$ cat config.mk
export PLATFORM = sky130hd
export DESIGN_NAME = command_line_number_parser
export DESIGN_NICKNAME = d
export VERILOG_FILES = /design/src/rtl/core/cmdp_pkg.sv /design/src/rtl/core/cmdp_word.sv /design/src/rtl/core/cmdp_arg.sv /design/src/rtl/core/command_line_number_parser.sv
export SDC_FILE = /design/constraint.sdc
export NUM_CORES = 1
export LEC_CHECK = 0
export BUFFER_PORTS_ARGS = -buffer_cell sky130_fd_sc_hd__buf_2
export CAP_MARGIN = 25
export CORE_MARGIN = 1.5
export CORE_UTILIZATION = 45
export DETAILED_ROUTE_END_ITERATION = 7
export HOLD_SLACK_MARGIN = 0.12
export PLACE_DENSITY_LB_ADDON = 0.12
export SLEW_MARGIN = 20
export SYNTH_ARGS = -nofsm -noshare
export SYNTH_HDL_FRONTEND = slang
export SYNTH_SLANG_ARGS = --single-unit
$ cat constraint.sdc
create_clock -name clk -period 8.5 [get_ports clk]
set_input_delay 1.7 -clock clk [delete_from_list [all_inputs] [get_ports clk]]
set_output_delay 1.7 -clock clk [all_outputs]
set_load 0.02 [all_outputs]
$ cat src/rtl/core/cmdp_pkg.sv
`default_nettype none
package cmdp_pkg;

	localparam int MAX_MSG_LEN_DEF = 128;

	localparam int CHAR_W  = 8;
	localparam int VALUE_W = 16;
	localparam int ACC_W   = VALUE_W + 1;

	// Command codes on the result channel
	typedef enum logic [2:0] {
		CMD_UNKNOWN = 3'd0,
		CMD_MAC     = 3'd1,
		CMD_ID      = 3'd2,
		CMD_STATUS  = 3'd3,
		CMD_DEC     = 3'd4
	} cmd_code_t;

	// Argument parser state
	typedef enum logic [2:0] {
		RM_START = 3'd0,
		RM_ZERO  = 3'd1,
		RM_BIN   = 3'd2,
		RM_HEX   = 3'd3,
		RM_OCT   = 3'd4,
		RM_LEAD  = 3'd5,
		RM_DIG   = 3'd6,
		RM_DONE  = 3'd7
	} rm_t;

	// Per-character strobes from the line control to the word and argument units
	typedef struct packed {
		logic word_en;
		logic arg_en;
		logic clear;
	} step_t;

	localparam logic [CHAR_W-1:0] CH_SPACE = 8'h20;
	localparam logic [CHAR_W-1:0] CH_TAB   = 8'h09;
	localparam logic [CHAR_W-1:0] CH_NUL   = 8'h00;

endpackage
`default_nettype wire

$ cat src/rtl/core/cmdp_word.sv
`default_nettype none
module cmdp_word
	import cmdp_pkg::*;
(
	input  wire logic              clk,
	input  wire logic              arst_n,
	input  wire step_t             ctl,
	input  wire logic [CHAR_W-1:0] ch,
	output cmd_code_t              code
);

	logic [5:0][CHAR_W-1:0] chars_q, chars_d;
	logic [2:0]             len_q, len_d;
	logic [CHAR_W-1:0]      lc;

	always_comb begin
		lc = ch;
		if (ch inside {[8'h41:8'h5A]}) begin
			lc = ch + 8'd32;
		end
		chars_d = chars_q;
		len_d   = len_q;
		if (ctl.word_en) begin
			for (int i = 0; i < 6; i++) begin
				if (len_q == 3'(i)) begin
					chars_d[i] = lc;
				end
			end
			if (len_q != 3'd7) begin
				len_d = len_q + 3'd1;
			end
		end
	end

	// match on the updated word so the final character counts
	always_comb begin
		code = CMD_UNKNOWN;
		if (len_d == 3'd3 && chars_d[0] == "m" && chars_d[1] == "a" && chars_d[2] == "c") begin
			code = CMD_MAC;
		end else if (len_d == 3'd2 && chars_d[0] == "i" && chars_d[1] == "d") begin
			code = CMD_ID;
		end else if (len_d == 3'd6 && chars_d[0] == "s" && chars_d[1] == "t" &&
		             chars_d[2] == "a" && chars_d[3] == "t" && chars_d[4] == "u" &&
		             chars_d[5] == "s") begin
			code = CMD_STATUS;
		end else if (len_d == 3'd3 && chars_d[0] == "d" && chars_d[1] == "e" &&
		             chars_d[2] == "c") begin
			code = CMD_DEC;
		end
	end

	always_ff @(posedge clk or negedge arst_n) begin
		if (!arst_n) begin
			chars_q <= '0;
			len_q   <= '0;
		end else if (ctl.clear) begin
			chars_q <= '0;
			len_q   <= '0;
		end else begin
			chars_q <= chars_d;
			len_q   <= len_d;
		end
	end

endmodule
`default_nettype wire

$ cat src/rtl/core/cmdp_arg.sv
`default_nettype none
module cmdp_arg
	import cmdp_pkg::*;
(
	input  wire logic               clk,
	input  wire logic               arst_n,
	input  wire step_t              ctl,
	input  wire logic [CHAR_W-1:0]  ch,
	output logic      [VALUE_W-1:0] value,
	output logic                    bad
);

	typedef enum logic [1:0] {
		RAD_BIN = 2'd0,
		RAD_OCT = 2'd1,
		RAD_DEC = 2'd2,
		RAD_HEX = 2'd3
	} radix_t;

	localparam logic [ACC_W-1:0] ACC_SAT = ACC_W'(1) << VALUE_W;

	// digit value, 16 when not a digit of that radix
	function automatic logic [4:0] digit_of(input logic [CHAR_W-1:0] c, input radix_t r);
		logic [4:0] d;
		logic [4:0] lim;
		d = 5'd16;
		if (c inside {[8'h30:8'h39]}) begin
			d = 5'(c - 8'h30);
		end else if (c inside {[8'h61:8'h66]}) begin
			d = 5'(c - 8'h61 + 8'd10);
		end else if (c inside {[8'h41:8'h46]}) begin
			d = 5'(c - 8'h41 + 8'd10);
		end
		case (r)
			RAD_BIN: lim = 5'd2;
			RAD_OCT: lim = 5'd8;
			RAD_DEC: lim = 5'd10;
			RAD_HEX: lim = 5'd16;
			default: lim = 5'd16;
		endcase
		return (d < lim) ? d : 5'd16;
	endfunction

	// acc * radix + d, saturating at 65536
	function automatic logic [ACC_W-1:0] acc_step(input logic [ACC_W-1:0] a, input radix_t r,
	                                               input logic [3:0] d);
		logic [ACC_W+3:0] w;
		logic [ACC_W+3:0] p;
		w = (ACC_W+4)'(a);
		case (r)
			RAD_BIN: p = w << 1;
			RAD_OCT: p = w << 3;
			RAD_DEC: p = (w << 3) + (w << 1);
			RAD_HEX: p = w << 4;
			default: p = w;
		endcase
		p = p + (ACC_W+4)'(d);
		return (p > (ACC_W+4)'(ACC_SAT - 1)) ? ACC_SAT : p[ACC_W-1:0];
	endfunction

	rm_t              mode_q, mode_d;
	logic [ACC_W-1:0] acc_q, acc_d;
	logic             err_q, err_d;
	logic             neg_q, neg_d;
	logic             is_ws, is_dig, is_sign;
	logic [4:0]       dg;
	radix_t           rsel;

	always_comb begin
		is_ws   = (ch == CH_SPACE) || (ch inside {[8'h09:8'h0D]});
		is_dig  = ch inside {[8'h30:8'h39]};
		is_sign = (ch == "+") || (ch == "-");
		case (mode_q)
			RM_BIN:  rsel = RAD_BIN;
			RM_HEX:  rsel = RAD_HEX;
			RM_DIG, RM_START, RM_LEAD: rsel = RAD_DEC;
			default: rsel = RAD_OCT;
		endcase
		dg = digit_of(ch, rsel);

		mode_d = mode_q;
		acc_d  = acc_q;
		err_d  = err_q;
		neg_d  = neg_q;
		if (ctl.arg_en) begin
			case (mode_q)
				RM_START: begin
					if (ch == "0") begin
						mode_d = RM_ZERO;
					end else if (is_sign) begin
						neg_d  = (ch == "-");
						mode_d = RM_DIG;
					end else if (is_dig) begin
						acc_d  = acc_step(acc_q, RAD_DEC, dg[3:0]);
						mode_d = RM_DIG;
					end else if (is_ws) begin
						mode_d = RM_LEAD;
					end else begin
						mode_d = RM_DONE;
					end
				end
				RM_ZERO: begin
					if (ch == "b") begin
						mode_d = RM_BIN;
					end else if (ch == "x") begin
						mode_d = RM_HEX;
					end else begin
						mode_d = RM_OCT;
						if (!dg[4]) begin
							acc_d = acc_step(acc_q, RAD_OCT, dg[3:0]);
						end else begin
							err_d = 1'b1;
						end
					end
				end
				RM_BIN, RM_HEX, RM_OCT: begin
					if (!err_q) begin
						if (!dg[4]) begin
							acc_d = acc_step(acc_q, rsel, dg[3:0]);
						end else begin
							err_d = 1'b1;
						end
					end
				end
				RM_LEAD: begin
					if (is_ws) begin
						mode_d = RM_LEAD;
					end else if (is_sign) begin
						neg_d  = (ch == "-");
						mode_d = RM_DIG;
					end else if (is_dig) begin
						acc_d  = acc_step(acc_q, RAD_DEC, dg[3:0]);
						mode_d = RM_DIG;
					end else begin
						mode_d = RM_DONE;
					end
				end
				RM_DIG: begin
					if (is_dig) begin
						acc_d = acc_step(acc_q, RAD_DEC, dg[3:0]);
					end else begin
						mode_d = RM_DONE;
					end
				end
				default: begin
					mode_d = mode_q;
				end
			endcase
		end

		bad   = err_d || acc_d[VALUE_W] || (neg_d && (acc_d != '0));
		value = bad ? '0 : acc_d[VALUE_W-1:0];
	end

	always_ff @(posedge clk or negedge arst_n) begin
		if (!arst_n) begin
			mode_q <= RM_START;
			acc_q  <= '0;
			err_q  <= 1'b0;
			neg_q  <= 1'b0;
		end else if (ctl.clear) begin
			mode_q <= RM_START;
			acc_q  <= '0;
			err_q  <= 1'b0;
			neg_q  <= 1'b0;
		end else begin
			mode_q <= mode_d;
			acc_q  <= acc_d;
			err_q  <= err_d;
			neg_q  <= neg_d;
		end
	end

endmodule
`default_nettype wire

$ cat src/rtl/core/command_line_number_parser.sv
`default_nettype none
// Command line parser: takes a line one character per request on the s_axis
// channel (tlast marks the final character) and returns one result request per
// line on the m_axis channel: command code (unknown, mac, id, status, dec) and,
// for dec, the parsed argument value with an error flag.
// Argument forms: 0b binary, 0x hex, leading 0 octal, otherwise decimal with
// optional leading whitespace and sign. Values above 65535, bad 0b/0x/octal
// digits and nonzero negatives set the error flag and force the value to zero.
// A NUL character ends the line text; later characters up to tlast are ignored.
// Lines of MAX_MSG_LEN or more characters report the unknown command.
// Throughput: one character per cycle while no final character waits on a result.
// The only per-character loop is the accumulator multiply-add, done by shifts.
// Path: an accepted character is registered in the input stage and processed
// from there; when the final character leaves the input stage the result is
// registered and shows on m_axis from then on.
// Stall: while a result waits on m_axis, non-final characters keep flowing;
// a final character waits in the input stage until the result is taken.
// Reset (arst_n low) clears all line state and drops both valids.
module command_line_number_parser
	import cmdp_pkg::*;
#(
	parameter int MAX_MSG_LEN = MAX_MSG_LEN_DEF
) (
	input  wire logic        clk,
	input  wire logic        arst_n,
	input  wire logic        s_axis_tvalid,
	output logic             s_axis_tready,
	input  wire logic [7:0]  s_axis_tdata,  // [7:0] char_in
	input  wire logic        s_axis_tlast,  // last_char
	output logic             m_axis_tvalid,
	input  wire logic        m_axis_tready,
	output logic      [23:0] m_axis_tdata   // [2:0] command_code, [18:3] parsed_value,
	                                        // [19] value_error, [23:20] zero
);

	localparam int LEN_W = $clog2(MAX_MSG_LEN + 1);
	localparam logic [LEN_W-1:0] LEN_MAX = LEN_W'(MAX_MSG_LEN);

	// input stage
	logic              valid_s1;
	logic [CHAR_W-1:0] char_s1;
	logic              last_s1;

	// line control
	logic              nul_seen_q;
	logic              in_arg_q;
	logic [LEN_W-1:0]  line_len_q, line_len_d;

	// result register
	logic               out_valid_q;
	cmd_code_t          code_q;
	logic [VALUE_W-1:0] value_q;
	logic               err_q;

	logic               step;
	logic               active;
	logic               split;
	step_t              ctl;
	cmd_code_t          word_code;
	logic [VALUE_W-1:0] arg_value;
	logic               arg_bad;
	cmd_code_t          code_d;

	// a final character moves only when the result register is free
	assign step = valid_s1 && !(last_s1 && out_valid_q && !m_axis_tready);
	assign s_axis_tready = !valid_s1 || step;

	always_comb begin
		active      = step && !nul_seen_q && (char_s1 != CH_NUL);
		split       = active && !in_arg_q && ((char_s1 == CH_SPACE) || (char_s1 == CH_TAB));
		ctl.word_en = active && !in_arg_q && !split;
		ctl.arg_en  = active && in_arg_q;
		ctl.clear   = step && last_s1;
		line_len_d  = line_len_q;
		if (active && line_len_q < LEN_MAX) begin
			line_len_d = line_len_q + LEN_W'(1);
		end
		code_d = (line_len_d >= LEN_MAX) ? CMD_UNKNOWN : word_code;
	end

	cmdp_word u_word (
		.clk    (clk),
		.arst_n (arst_n),
		.ctl    (ctl),
		.ch     (char_s1),
		.code   (word_code)
	);

	cmdp_arg u_arg (
		.clk    (clk),
		.arst_n (arst_n),
		.ctl    (ctl),
		.ch     (char_s1),
		.value  (arg_value),
		.bad    (arg_bad)
	);

	always_ff @(posedge clk or negedge arst_n) begin
		if (!arst_n) begin
			valid_s1 <= 1'b0;
		end else if (s_axis_tvalid && s_axis_tready) begin
			valid_s1 <= 1'b1;
		end else if (step) begin
			valid_s1 <= 1'b0;
		end
	end

	always_ff @(posedge clk) begin
		if (s_axis_tvalid && s_axis_tready) begin
			char_s1 <= s_axis_tdata;
			last_s1 <= s_axis_tlast;
		end
	end

	always_ff @(posedge clk or negedge arst_n) begin
		if (!arst_n) begin
			nul_seen_q <= 1'b0;
			in_arg_q   <= 1'b0;
			line_len_q <= '0;
		end else if (ctl.clear) begin
			nul_seen_q <= 1'b0;
			in_arg_q   <= 1'b0;
			line_len_q <= '0;
		end else begin
			if (step && !nul_seen_q && char_s1 == CH_NUL) begin
				nul_seen_q <= 1'b1;
			end
			if (split) begin
				in_arg_q <= 1'b1;
			end
			line_len_q <= line_len_d;
		end
	end

	always_ff @(posedge clk or negedge arst_n) begin
		if (!arst_n) begin
			out_valid_q <= 1'b0;
		end else if (ctl.clear) begin
			out_valid_q <= 1'b1;
		end else if (m_axis_tready) begin
			out_valid_q <= 1'b0;
		end
	end

	always_ff @(posedge clk) begin
		if (ctl.clear) begin
			code_q  <= code_d;
			value_q <= (code_d == CMD_DEC) ? arg_value : '0;
			err_q   <= (code_d == CMD_DEC) ? arg_bad : 1'b0;
		end
	end

	assign m_axis_tvalid = out_valid_q;
	assign m_axis_tdata  = {4'b0000, err_q, value_q, code_q};

endmodule
`default_nettype wire
==> metrics <==
Final Cycle Share 89.15%; Post-Synthesis Cells 1297; RSZ-0062 raised after global routing false; CP startpoint kind register; GP Congestion 0.9577; drt initial violations 868; DIE AREA 0.02347 sq mm; worst min path class reg -> reg; Main synth FF type dfrtp_1; DR WL/cell 21.21 um; DRT Pass-1 Iters 7; Post-synth EDFFs 29; fraction of registers with async set/reset 74.56%; via total after detailed routing 9955; Area contributors post-synth dfrtp_1 21%, edfxtp_1 8.6%, nor2_1 6.4%; drt drc 2; Yosys reg bits 114; nets 1337; minimum clock period after layout 7.577 ns; status finished with violations; Comb pwr share 20.2%; global-route wire length before repair 53640 um; vias in the first global route 9741; Post-Route WL 33470 um; most frequent cells in the layout 174 x nor2_1, 123 x nand2_1, 116 x a21oi_1, 85 x dfrtp_1, 49 x inv_1; final setup TNS 0 ns; total CTS buffers 17; Global Route Usage Sum 29.23%; CP required 8.79 ns; Final HPWL DP 24720 um; WP buf/inv 2; Initial Utilization 46.23%; CTS Root Cell clkbuf_16; Slew headroom 32.73%; Syn-to-layout area delta 8.652%; Synth cell types 104; synth warn 0; Post-Synthesis Cell Area 0.01015 sq mm; HP Start u_word.chars_q[46]$_DFF_PN0_; die width 153.2 um; Max Cap Viol 0; Clock Sinks 114; switching part of the total 32.40%; crit path DAT 7.87 ns; CP Max Fanout 14; I/O Buffers 34; Die H 153.2 um; clk buf depth 2; Fin Clk Skew 0.01351 ns; highest clock rate 132.0 MHz; Core Box Area 0.02196 sq mm; Tightest Pin Transition 1.009 ns; Antenna Nets Post-Route 0; P_int 1.210 mW; ant diodes 0; Yosys top cell by area dfrtp_1; CP dominant cell by count ha_1; DR vias/cell 6.309; Hold Violations, Final 0; post-CTS sizing 0; share of the yosys chip area belonging to registers 29.53%; # hold bufs at CTS 0; CTS tree done; PD cells 162.4 mW/mm^2; worst r2r src char_s1[1]$_DFFE_PP_; crit path from char_s1[1]$_DFFE_PP_; gr ovfl total 0; Ports 39; max incr delay on CP 0.78 ns; share of the synthesized area in the top cell type 20.95%; initial antenna violation count 0; placed insts 1545; clock share of power 40.2%; buffer count from post-CTS setup fixing 0; CTS H-tree lvls 4; Worst-Skew Late Latency 0.43 ns; clk slew on worst S/H paths 0.06 ns; kind of critical path reg -> reg; largest net degree at the start of global routing 71; failing checks DRC; critical path cell sequence inv_1 > ha_1 > nand2b_1 > or2_2 > a32oi_1 > ha_1 > and3b_1 > o21ai_0 > o211ai_1 > a21o_1 > inv_1 > ha_1 > nand2_1 > a2111oi_0 > mux2i_1 > a2111oi_0 > mux2i_1 > o41ai_1 > nor2_1 > o31a_1 > nand3_1 > or4b_4 > o31ai_4 > nor2b_1; proportion of power drawn by flip-flops and latches 39.6%; Syn Area/Cell 7.827 sq um; maximum vdd ir drop 175.3 uV; Worst path slowest cell mux2i_1; CP delay by family, top compound AO/OA/AOI/OAI gates; CP endpoint kind register; Non-Filler Instances 1578; most common cell after layout, fill and taps aside nor2_1; fin. max-slew vios 0; final setup vio count 0; switching pwr 0.5802 mW; share of layout cells above drive strength 1 9.399%; Rows 54; Leakage 4.406 nW
==> through the flow <==
stage,utilization (%),worst slack [ns],instance area [sq um],total power [mW],hold slack (ns)
after floorplan,-,2.279,10160,0.9728,0.4750
after global placement,47.54,1.427,10440,1.073,0.4939
after detailed placement,47.54,1.158,10440,1.077,0.5052
after CTS,50.19,1.093,11020,1.802,0.5196
after global routing,50.23,0.4120,11030,1.883,0.5388
final,50.23,0.9227,11030,1.791,0.5176
==> power groups by stage <==
| stage | clock (mW) | sequential (mW) | combinational, mW |
|---|---|---|---|
| 6_report | 0.720 | 0.708 | 0.362 |
| 2_1_floorplan | 0 | 0.701 | 0.272 |
| 3_5_place_dp | 0 | 0.717 | 0.360 |
| 3_3_place_gp | 0 | 0.716 | 0.358 |
| 4_1_cts | 0.731 | 0.708 | 0.362 |
| 5_1_grt | 0.756 | 0.720 | 0.407 |
==> final timing paths <==
| check | endpoint | slack, ns | cells after the start |
|---|---|---|---|
| worst max-delay path | value_q[8]$_SDFFCE_PP0P_ | 0.92 | 24 |
| worst min-delay path | u_word.chars_q[46]$_DFF_PN0_ | 0.52 | 2 |
| worst max register to register | value_q[8]$_SDFFCE_PP0P_ | 0.92 | 24 |
| worst min register to register | u_word.chars_q[46]$_DFF_PN0_ | 0.52 | 2 |
| max in group asynchronous | u_word.chars_q[11]$_DFF_PN0_ | 6.20 | 2 |
| min in group asynchronous | u_word.chars_q[28]$_DFF_PN0_ | 1.12 | 1 |
==> synthesized netlist by cell type, drive strengths merged (22+ instances only) <==
| cell | n |
|---|---|
| inv | 50 |
| xnor2 | 35 |
| clkbuf | 56 |
| nor4 | 22 |
| ha | 36 |
| mux2i | 24 |
| edfxtp | 29 |
| a21oi | 116 |
| dfrtp | 85 |
| nand2 | 123 |
| o21ai | 51 |
| a21o | 22 |
| nand3 | 38 |
| buf | 28 |
| and2 | 24 |
| and3 | 23 |
| nor2 | 174 |
| nor3 | 44 |
==> routing by layer <==
| layer | global-route usage [%] | vias up | wire, um |
|---|---|---|---|
| met5 | 0 | - | 0 |
| met4 | 16.67 | 0 | 2018 |
| met3 | 4.480 | 121 | 1929 |
| met2 | 48.85 | 408 | 15600 |
| met1 | 35.97 | 4692 | 13920 |
| li1 | - | 4734 | - |
==> worst register-to-register path, stage by stage (launching register included) <==
cell       delay (ns)
edfxtp_1         0.68
inv_1            0.23
ha_1             0.32
nand2b_1         0.22
or2_2            0.31
a32oi_1          0.29
ha_1             0.28
and3b_1          0.23
o21ai_0          0.10
o211ai_1         0.16
a21o_1           0.25
inv_1            0.09
ha_1             0.27
nand2_1          0.10
a2111oi_0        0.37
mux2i_1          0.30
a2111oi_0        0.68
mux2i_1          0.78
o41ai_1          0.28
nor2_1           0.15
o31a_1           0.15
nand3_1          0.11
or4b_4           0.59
o31ai_4          0.31
nor2b_1          0.17
==> sequential cells by signal (all words and copies together), names as in the netlist, 3 cells and up <==
| signal | flops |
|---|---|
| u_word.len_q | 3 |
| value_q | 16 |
| line_len_q | 8 |
| u_arg.acc_q | 17 |
| u_word.chars_q | 48 |
| u_arg.mode_q | 3 |
| char_s1 | 8 |
| code_q | 3 |
==> kinds of logic after synthesis <==
family	synth area share [%]
AOI/OAI and AO/OA	24.55
xor gates and xnor gates	4.832
adders and majority gates	5.029
buffers and inverters	5.411
DFF	29.53
muxes	3.032
other	0.03694
and+or+nand+nor	27.57
==> area by class of cell <==
class	count	area (sq um)
Clock buffer	18	429.2
Inverter	50	188.9
Clock inverter	14	152.6
Timing Repair Buffer	50	292.8
Tap cell	280	350.3
Fill cell	2140	10930
Multi-Input combinational cell	1052	6618
Sequential cell	114	2998
Power figures use the tool's default switching activity.
